File: config.mk
export PLATFORM = sky130hd
export DESIGN_NAME = vector_euclidean_length_unit_flat
export DESIGN_NICKNAME = d
export VERILOG_FILES = /design/src/vel_pkg.sv /design/src/vel_in_if.sv /design/src/vel_out_if.sv /design/src/vector_euclidean_length_unit.sv /design/src/vel_front.sv /design/src/vel_queue.sv /design/src/vel_back.sv /design/src/flat_wrapper.sv
export SDC_FILE = /design/constraint.sdc
export NUM_CORES = 1
export LEC_CHECK = 0
export BUFFER_PORTS_ARGS = -buffer_cell sky130_fd_sc_hd__buf_2
export CAP_MARGIN = 0
export CORE_MARGIN = 10
export CORE_UTILIZATION = 35
export DETAILED_ROUTE_END_ITERATION = 7
export HOLD_SLACK_MARGIN = 0.15
export PLACE_DENSITY = 0.53
export SYNTH_ARGS = -nofsm -noshare
export SYNTH_HDL_FRONTEND = slang
export SYNTH_SLANG_ARGS = --single-unit
export TNS_END_PERCENT = 50
File: constraint.sdc
create_clock -name clk -period 29.7 [get_ports clk]
set_input_delay 5.94 -clock clk [delete_from_list [all_inputs] [get_ports clk]]
set_output_delay 5.94 -clock clk [all_outputs]
set_load 0.02 [all_outputs]
File: src/vel_pkg.sv
// ----------------------------------------------------------------------------
// vel_pkg
// Shared types and constants of the vector length unit.
// ----------------------------------------------------------------------------
`default_nettype none

package vel_pkg;

  localparam int MAX_VECTOR_LEN = 16;

  localparam int ELEM_W = 16;
  localparam int EPS_W  = 16;
  localparam int LEN_W  = 18;
  localparam int MAG_W  = 16;
  localparam int SQ_W   = 31;

  localparam int SUM_W      = $clog2(MAX_VECTOR_LEN) + SQ_W;
  localparam int ROOT_STEPS = (SUM_W + 1) / 2;
  localparam int RAD_W      = 2 * ROOT_STEPS;
  localparam int REM_W      = ROOT_STEPS + 2;
  localparam int CNT_W      = $clog2(ROOT_STEPS + 1);

  localparam logic [SUM_W-1:0] SUM_CAP = SUM_W'(longint'(MAX_VECTOR_LEN) << 30);
  localparam logic [EPS_W-1:0] EPS_RESET = EPS_W'(107);

  // power of two
  localparam int QUEUE_DEPTH = 2;
  localparam int QPTR_W      = $clog2(QUEUE_DEPTH);
  localparam int QCNT_W      = $clog2(QUEUE_DEPTH + 1);

  typedef struct packed {
    logic [SUM_W-1:0] radicand;
    logic             saturated;
  } entry_t;

  typedef struct packed {
    logic full;
    logic empty;
  } q_stat_t;

endpackage

`default_nettype wire

File: src/vel_in_if.sv
// ----------------------------------------------------------------------------
// vel_in_if
// Element channel: one vector component per item.
// ----------------------------------------------------------------------------
`default_nettype none

interface vel_in_if import vel_pkg::*; ();
  logic                     valid;
  logic                     ready;
  logic signed [ELEM_W-1:0] element;
  logic                     last_element;

  modport source (output valid, output element, output last_element, input ready);
  modport sink   (input valid, input element, input last_element, output ready);
endinterface

`default_nettype wire

File: src/vel_out_if.sv
// ----------------------------------------------------------------------------
// vel_out_if
// Length channel: one vector length per item.
// ----------------------------------------------------------------------------
`default_nettype none

interface vel_out_if import vel_pkg::*; ();
  logic             valid;
  logic             ready;
  logic [LEN_W-1:0] length;
  logic             saturated;

  modport source (output valid, output length, output saturated, input ready);
  modport sink   (input valid, input length, input saturated, output ready);
endinterface

`default_nettype wire

File: src/vector_euclidean_length_unit.sv
// ----------------------------------------------------------------------------
// vector_euclidean_length_unit
// Euclidean length of streamed vectors, Q1.15 in, unsigned Q.15 out.
// ----------------------------------------------------------------------------
// Throughput: one element per cycle, but the last element of a vector waits
//   while the queue is full. The back end works on one root at a time, one
//   bit a cycle, and takes the next sum only once its result is registered.
// The two-entry queue lets accumulation run on while a root is in progress.
// Reset clears the sum, the saturation flag and the queue, epsilon reads 107.
// ----------------------------------------------------------------------------
`default_nettype none

module vector_euclidean_length_unit import vel_pkg::*; (
  input  wire logic             clk,
  input  wire logic             rst,
  vel_in_if.sink                elements,
  vel_out_if.source             lengths,
  input  wire logic             cfg_we,
  input  wire logic [EPS_W-1:0] cfg_wdata
);

  logic    push;
  logic    pop;
  entry_t  push_entry;
  entry_t  head;
  q_stat_t qstat;

  vel_front u_front (
    .clk       (clk),
    .rst       (rst),
    .elements  (elements),
    .cfg_we    (cfg_we),
    .cfg_wdata (cfg_wdata),
    .qstat     (qstat),
    .push      (push),
    .entry     (push_entry)
  );

  vel_queue u_queue (
    .clk        (clk),
    .rst        (rst),
    .push       (push),
    .push_entry (push_entry),
    .pop        (pop),
    .head       (head),
    .qstat      (qstat)
  );

  vel_back u_back (
    .clk     (clk),
    .rst     (rst),
    .qstat   (qstat),
    .head    (head),
    .pop     (pop),
    .lengths (lengths)
  );

endmodule

`default_nettype wire

File: src/vel_front.sv
// ----------------------------------------------------------------------------
// vel_front
// Squares each element and keeps the saturating sum of squares; on the last
// element of a vector it queues the biased sum for the root.
// ----------------------------------------------------------------------------
`default_nettype none

module vel_front import vel_pkg::*; (
  input  wire logic             clk,
  input  wire logic             rst,
  vel_in_if.sink                elements,
  input  wire logic             cfg_we,
  input  wire logic [EPS_W-1:0] cfg_wdata,
  input  wire q_stat_t          qstat,
  output logic                  push,
  output entry_t                entry
);

  logic [EPS_W-1:0] epsilon;
  logic             s1_valid;
  logic             s1_last;
  logic [SQ_W-1:0]  s1_sq;
  logic [SUM_W-1:0] square_sum;
  logic             overflow_seen;

  logic [MAG_W-1:0] mag;
  logic [2*MAG_W-1:0] sq_full;
  logic             s1_go;
  logic [SUM_W:0]   total;
  logic             sat_now;
  logic [SUM_W-1:0] sum_next;
  logic             overflow_next;

  always_comb begin
    mag     = elements.element[ELEM_W-1] ? MAG_W'(~elements.element + 1'b1)
                                         : MAG_W'(elements.element);
    sq_full = mag * mag;
    s1_go   = s1_valid && (!s1_last || !qstat.full);
    total   = {1'b0, square_sum} + {{(SUM_W+1-SQ_W){1'b0}}, s1_sq};
    sat_now = (total > {1'b0, SUM_CAP});
    sum_next      = sat_now ? SUM_CAP : total[SUM_W-1:0];
    overflow_next = overflow_seen | sat_now;
  end

  assign elements.ready = !s1_valid || s1_go;
  assign push           = s1_go && s1_last;
  assign entry.radicand = sum_next + {{(SUM_W-EPS_W){1'b0}}, epsilon};
  assign entry.saturated = overflow_next;

  always_ff @(posedge clk) begin
    if (rst) begin
      epsilon       <= EPS_RESET;
      s1_valid      <= 1'b0;
      square_sum    <= '0;
      overflow_seen <= 1'b0;
    end else begin
      if (cfg_we) begin
        epsilon <= cfg_wdata;
      end
      if (elements.valid && elements.ready) begin
        s1_valid <= 1'b1;
      end else if (s1_go) begin
        s1_valid <= 1'b0;
      end
      if (s1_go) begin
        if (s1_last) begin
          square_sum    <= '0;
          overflow_seen <= 1'b0;
        end else begin
          square_sum    <= sum_next;
          overflow_seen <= overflow_next;
        end
      end
    end
  end

  always_ff @(posedge clk) begin
    if (elements.valid && elements.ready) begin
      s1_sq   <= sq_full[SQ_W-1:0];
      s1_last <= elements.last_element;
    end
  end

endmodule

`default_nettype wire

File: src/vel_queue.sv
// ----------------------------------------------------------------------------
// vel_queue
// Short queue of biased sums between accumulation and root.
// ----------------------------------------------------------------------------
`default_nettype none

module vel_queue import vel_pkg::*; (
  input  wire logic   clk,
  input  wire logic   rst,
  input  wire logic   push,
  input  wire entry_t push_entry,
  input  wire logic   pop,
  output entry_t      head,
  output q_stat_t     qstat
);

  entry_t              entries [QUEUE_DEPTH];
  logic [QPTR_W-1:0]   wr_ptr;
  logic [QPTR_W-1:0]   rd_ptr;
  logic [QCNT_W-1:0]   count;

  assign head        = entries[rd_ptr];
  assign qstat.full  = (count == QCNT_W'(QUEUE_DEPTH));
  assign qstat.empty = (count == '0);

  always_ff @(posedge clk) begin
    if (rst) begin
      wr_ptr <= '0;
      rd_ptr <= '0;
      count  <= '0;
    end else begin
      if (push) begin
        wr_ptr <= wr_ptr + 1'b1;
      end
      if (pop) begin
        rd_ptr <= rd_ptr + 1'b1;
      end
      if (push && !pop) begin
        count <= count + 1'b1;
      end else if (pop && !push) begin
        count <= count - 1'b1;
      end
    end
  end

  always_ff @(posedge clk) begin
    if (push) begin
      entries[wr_ptr] <= push_entry;
    end
  end

  a_no_overfill: assert property (@(posedge clk) disable iff (rst)
    qstat.full |-> !push)
    else $error("item pushed into full queue");

  a_no_underrun: assert property (@(posedge clk) disable iff (rst)
    qstat.empty |-> !pop)
    else $error("item popped from empty queue");

  a_count_bound: assert property (@(posedge clk) disable iff (rst)
    count <= QCNT_W'(QUEUE_DEPTH))
    else $error("queue count beyond depth");

  a_count_track: assert property (@(posedge clk) disable iff (rst)
    (push && !pop) |=> (count == $past(count) + 1'b1))
    else $error("queue count missed a push");

endmodule

`default_nettype wire

File: src/vel_back.sv
// ----------------------------------------------------------------------------
// vel_back
// Digit-by-digit integer square root, two radicand bits a cycle, with an
// output register towards the length channel.
// ----------------------------------------------------------------------------
`default_nettype none

module vel_back import vel_pkg::*; (
  input  wire logic    clk,
  input  wire logic    rst,
  input  wire q_stat_t qstat,
  input  wire entry_t  head,
  output logic         pop,
  vel_out_if.source    lengths
);

  localparam logic ST_IDLE = 1'b0;
  localparam logic ST_RUN  = 1'b1;
  localparam int   EXT_W   = ROOT_STEPS + LEN_W;
  localparam logic [EXT_W-1:0] LEN_MAX = EXT_W'({LEN_W{1'b1}});

  logic                  state;
  logic [CNT_W-1:0]      cnt;
  logic [RAD_W-1:0]      rad;
  logic [REM_W-1:0]      rem;
  logic [ROOT_STEPS-1:0] root;
  logic                  sat;
  logic                  o_valid;
  logic [LEN_W-1:0]      o_length;
  logic                  o_sat;

  logic [REM_W-1:0]      rem_sh;
  logic [REM_W-1:0]      trial;
  logic                  ge;
  logic [EXT_W-1:0]      root_ext;
  logic [LEN_W-1:0]      len_clamped;
  logic                  finish;

  always_comb begin
    rem_sh      = {rem[REM_W-3:0], rad[RAD_W-1:RAD_W-2]};
    trial       = {root, 2'b01};
    ge          = (rem_sh >= trial);
    root_ext    = EXT_W'(root);
    len_clamped = (root_ext > LEN_MAX) ? {LEN_W{1'b1}} : root_ext[LEN_W-1:0];
    finish      = (state == ST_RUN) && (cnt == '0) && (!o_valid || lengths.ready);
    pop         = (state == ST_IDLE) && !qstat.empty;
  end

  assign lengths.valid     = o_valid;
  assign lengths.length    = o_length;
  assign lengths.saturated = o_sat;

  always_ff @(posedge clk) begin
    if (rst) begin
      state   <= ST_IDLE;
      cnt     <= '0;
      o_valid <= 1'b0;
    end else begin
      unique case (state)
        ST_IDLE: begin
          if (pop) begin
            state <= ST_RUN;
            cnt   <= CNT_W'(ROOT_STEPS);
          end
        end
        ST_RUN: begin
          if (cnt != '0) begin
            cnt <= cnt - 1'b1;
          end else if (finish) begin
            state <= ST_IDLE;
          end
        end
        default: state <= ST_IDLE;
      endcase
      if (finish) begin
        o_valid <= 1'b1;
      end else if (lengths.ready) begin
        o_valid <= 1'b0;
      end
    end
  end

  always_ff @(posedge clk) begin
    if (pop) begin
      rad  <= RAD_W'(head.radicand);
      rem  <= '0;
      root <= '0;
      sat  <= head.saturated;
    end else if ((state == ST_RUN) && (cnt != '0)) begin
      rad  <= {rad[RAD_W-3:0], 2'b00};
      rem  <= ge ? (rem_sh - trial) : rem_sh;
      root <= {root[ROOT_STEPS-2:0], ge};
    end
    if (finish) begin
      o_length <= len_clamped;
      o_sat    <= sat;
    end
  end

  a_pop_idle: assert property (@(posedge clk) disable iff (rst)
    pop |=> (state == ST_RUN) && (cnt == CNT_W'(ROOT_STEPS)))
    else $error("root did not start after pop");

  a_finish_done: assert property (@(posedge clk) disable iff (rst)
    finish |-> (cnt == '0) && (state == ST_RUN))
    else $error("result taken before root finished");

  a_finish_fills: assert property (@(posedge clk) disable iff (rst)
    finish |=> o_valid)
    else $error("finished root not presented");

endmodule

`default_nettype wire
File: src/flat_wrapper.sv
// flat-port wrapper written by rule: the top's interface ports become plain ports
module vector_euclidean_length_unit_flat import vel_pkg::*;
  (clk, rst, cfg_we, cfg_wdata, elements_valid, elements_element, elements_last_element, elements_ready, lengths_valid, lengths_length, lengths_saturated, lengths_ready);
  vel_in_if elements_i ();
  vel_out_if lengths_i ();
  input  wire logic clk;
  input  wire logic rst;
  input  wire logic cfg_we;
  input  wire logic [EPS_W-1:0] cfg_wdata;
  input wire logic [$bits(elements_i.valid)-1:0] elements_valid;
  input wire logic [$bits(elements_i.element)-1:0] elements_element;
  input wire logic [$bits(elements_i.last_element)-1:0] elements_last_element;
  output wire logic [$bits(elements_i.ready)-1:0] elements_ready;
  output wire logic [$bits(lengths_i.valid)-1:0] lengths_valid;
  output wire logic [$bits(lengths_i.length)-1:0] lengths_length;
  output wire logic [$bits(lengths_i.saturated)-1:0] lengths_saturated;
  input wire logic [$bits(lengths_i.ready)-1:0] lengths_ready;
  assign elements_i.valid = elements_valid;
  assign elements_i.element = elements_element;
  assign elements_i.last_element = elements_last_element;
  assign elements_ready = elements_i.ready;
  assign lengths_valid = lengths_i.valid;
  assign lengths_length = lengths_i.length;
  assign lengths_saturated = lengths_i.saturated;
  assign lengths_i.ready = lengths_ready;
  vector_euclidean_length_unit u_core (.clk(clk), .rst(rst), .elements(elements_i), .lengths(lengths_i), .cfg_we(cfg_we), .cfg_wdata(cfg_wdata));
endmodule
==> summary.md <==
| Metric | Value |
|---|---|
| Final #Nets | `between 2000 and 3000` |
| Area delta synth->final | `10.11%` |
| Placed instance area | `approximately 22000 µm²` |
| Largest net degree at the start of global routing | `100` |
| Post-CTS setup buffers | `0` |
| Vias/cell | `roughly 5` |
| FMAX | `~72 MHz` |
| Share of cells above drive strength 1 | `under 10%` |
| Crit path required time | `around 30 ns` |
| Multi-input gate area | `~13000 µm²` |
| Worst endpoint data arrival time | `roughly 14 ns` |
| CTS tree | `built` |
| Sum of negative setup slack | `0 ns` |
| Clock slew at reported path FFs | `~0.060 ns` |
| Final Skew | `between 0.015 and 0.02 ns` |
| Gr usage total | `between 10% and 20%` |
| TritonRoute pass-1 iters | `5` |
| Longest individual stage delay on the worst path | `around 0.56 ns` |
| Starting DRT DRC Count | `between 800 and 900` |
| Vias in the first global route | `between 15000 and 20000` |
| CTS Hold Buffers Added | `0` |
| Total congestion overflow | `0` |
| DRT Wirelength | `~48000 µm` |
| Max Cap Violations | `0` |
| Synth Flop Type | `edfxtp_1` |
| Final Core Density | `38.83%` |
| CTS sink cnt | `260` |
| Cells after Synth | `2149` |
| First-pass GRT wire length | `~80000 µm` |
| Commonest non-fill, non-tap cell in the layout | `inv_1` |
| Crit path launch type | `input port` |
| Final setup fails | `0` |
| Port buffer count | `between 50 and 60` |
| Rows | `89` |
| Worst skew pair latency | `0.56 ns` |
| Unique cell type count in the Yosys netlist | `85` |
| Drt wl/cell | `approximately 16 µm` |
| Clock root buffer | `clkbuf_16` |
| Sequential share of the synthesized area | `between 30% and 40%` |
| CP delay by family, top | `adder cells` |
| Diode count | `0` |
| Slew Limit Fails | `0` |
| Final ANT Viol Nets | `0` |
| Core area | `about 60000 µm²` |
| Worst-path fanout max | `9` |
| Crit end category | `flip-flop` |
| Synth Warn # | `0` |
| Post-route cell area | `roughly 23000 µm²` |
| Initial Util | `between 30% and 40%` |
| Fin crit period | `13.90 ns` |
| Die width | `between 200 and 300 µm` |
| Critical path's slowest cell | `xor2_1` |
| Antenna violations before repair | `1` |
| Asr flop ratio synth | `0%` |
| PostCTS Resize Cnt | `0` |
| Worst Hold Class | `flip-flop to flip-flop` |
| Run status | `complete, no violations` |
| FF+latch area | `6788 µm²` |
| Most frequent cells in the layout | `inv_1, nand2_1, fa_1` |
| Crit Path Class | `input port to flip-flop` |
| Post-synth EDFFs | `158` |
| Routability cong. | `~0.88` |
| Number of remaining DRC errors | `0` |
| Die Height | `between 200 and 300 µm` |
| Relative slew slack | `23.82%` |
| Tcrit/Tclk final | `a little under half` |
| CTS H-tree depth | `1` |
| CTS max path bufs | `3` |
| Yosys reg bits | `260` |
| Syn Std Cell Area | `20770 µm²` |
| RSZ-0062 raised after global routing | `false` |
| Fillers | `5856` |
| CTS Buf Count | `29` |
| Die area | `between 60000 and 70000 µm²` |
| Final Hold Fails | `0` |
| Vias after detailed routing | `between 10000 and 15000` |
| Avg Cell Area, Syn | `just under 10 µm²` |
| Ports | `59` |
| Worst Tran Pin Value | `between 1 and 1.5 ns` |
| Detailed Place HPWL | `between 30000 and 40000 µm` |
| Worst path bufs/invs | `8` |
## cell families after synthesis
group           after synthesis  share of synthesized area [%]
fa+ha+maj                   331                          25.94
other cells                   2                        0.03615
compound gates              400                          12.65
buf+inv                     371                          6.788
mux                          64                          3.096
xor+xnor                    124                          5.228
flops                       260                          32.67
simple gates                597                          13.59
## through the flow
stage          setup WS [ns]  hold slack, ns  instances
2_1_floorplan          16.26          0.4003       2158
3_3_place_gp           15.44          0.4133       2926
4_1_cts                15.80          0.4351       2980
3_5_place_dp           15.23          0.4213       2926
5_1_grt                15.26          0.4473       2980
6_report               15.80          0.4308       2980
## cells in the mapped netlist, drive strengths merged, types with 12 or more instances
| library cell | instances | share of area [%] |
|---|---|---|
| a211oi | 13 | 0.47 |
| a21o | 32 | 1.2 |
| a21oi | 89 | 2.2 |
| and2 | 14 | 0.42 |
| and3 | 19 | 0.60 |
| buf | 13 | 0.32 |
| clkbuf | 68 | 1.2 |
| dfxtp | 102 | 9.8 |
| edfxtp | 158 | 23 |
| fa | 166 | 16 |
| ha | 165 | 9.9 |
| inv | 285 | 5.2 |
| mux2i | 62 | 3.0 |
| nand2 | 210 | 3.8 |
| nand3 | 50 | 1.2 |
| nand4 | 28 | 0.84 |
| nor2 | 149 | 2.7 |
| nor2b | 18 | 0.54 |
| nor3 | 34 | 0.82 |
| o21a | 23 | 0.83 |
| o21ai | 113 | 2.7 |
| o31ai | 37 | 1.4 |
| or2 | 12 | 0.36 |
| or3 | 14 | 0.45 |
| xnor2 | 85 | 3.6 |
| xor2 | 39 | 1.6 |
## sequential cells by signal (all words and copies together), names as in the netlist, 2 cells and up, named ones only
register and cells:
u_core.u_back.rad 36, u_core.u_queue.entries 72, u_core.u_front.square_sum 35, u_core.u_back.cnt 5
u_core.u_back.len_clamped 18, u_core.u_queue.count 2, u_core.u_front.s1_sq 30, u_core.u_back.lengths.length 18
u_core.u_front.epsilon 16, u_core.u_back.rem 18
## metal layers
layer	GRT usage, %	up-vias	share of wire (%)
li1	-	7428	-
met1	17.52	7090	47
met2	23.73	268	48
met3	1.497	75	3.4
met4	3.728	2	2.5
met5	0	-	0.036
## area by class of cell
| cell class | count | share of cell area [%] |
|---|---|---|
| Multi-Input combinational cell | 1527 | 55.29 |
| Sequential cell | 260 | 29.68 |
| Inverter | 290 | 4.759 |
| Tap cell | 773 | 4.229 |
| Clock buffer | 37 | 3.441 |
| Timing Repair Buffer | 76 | 1.860 |
| Clock inverter | 17 | 0.7440 |
## worst paths after layout
| check | startpoint | endpoint | slack, ns | cells after the start |
|---|---|---|---|---|
| min | u_core.u_back.sat | u_core.u_back.lengths.saturated | 0.43 | 0 |
| min reg2reg | u_core.u_back.sat | u_core.u_back.lengths.saturated | 0.43 | 0 |
| max reg2reg | u_core.u_front.s1_sq[2] | u_core.u_queue.entries[0][31] | 22.17 | 23 |
| max | elements_element[5] | u_core.u_front.s1_sq[29] | 15.80 | 30 |
Power is left out: the tool's default activity adds up to more than one toggle a clock period on the data nets, which glitch-free logic cannot reach.
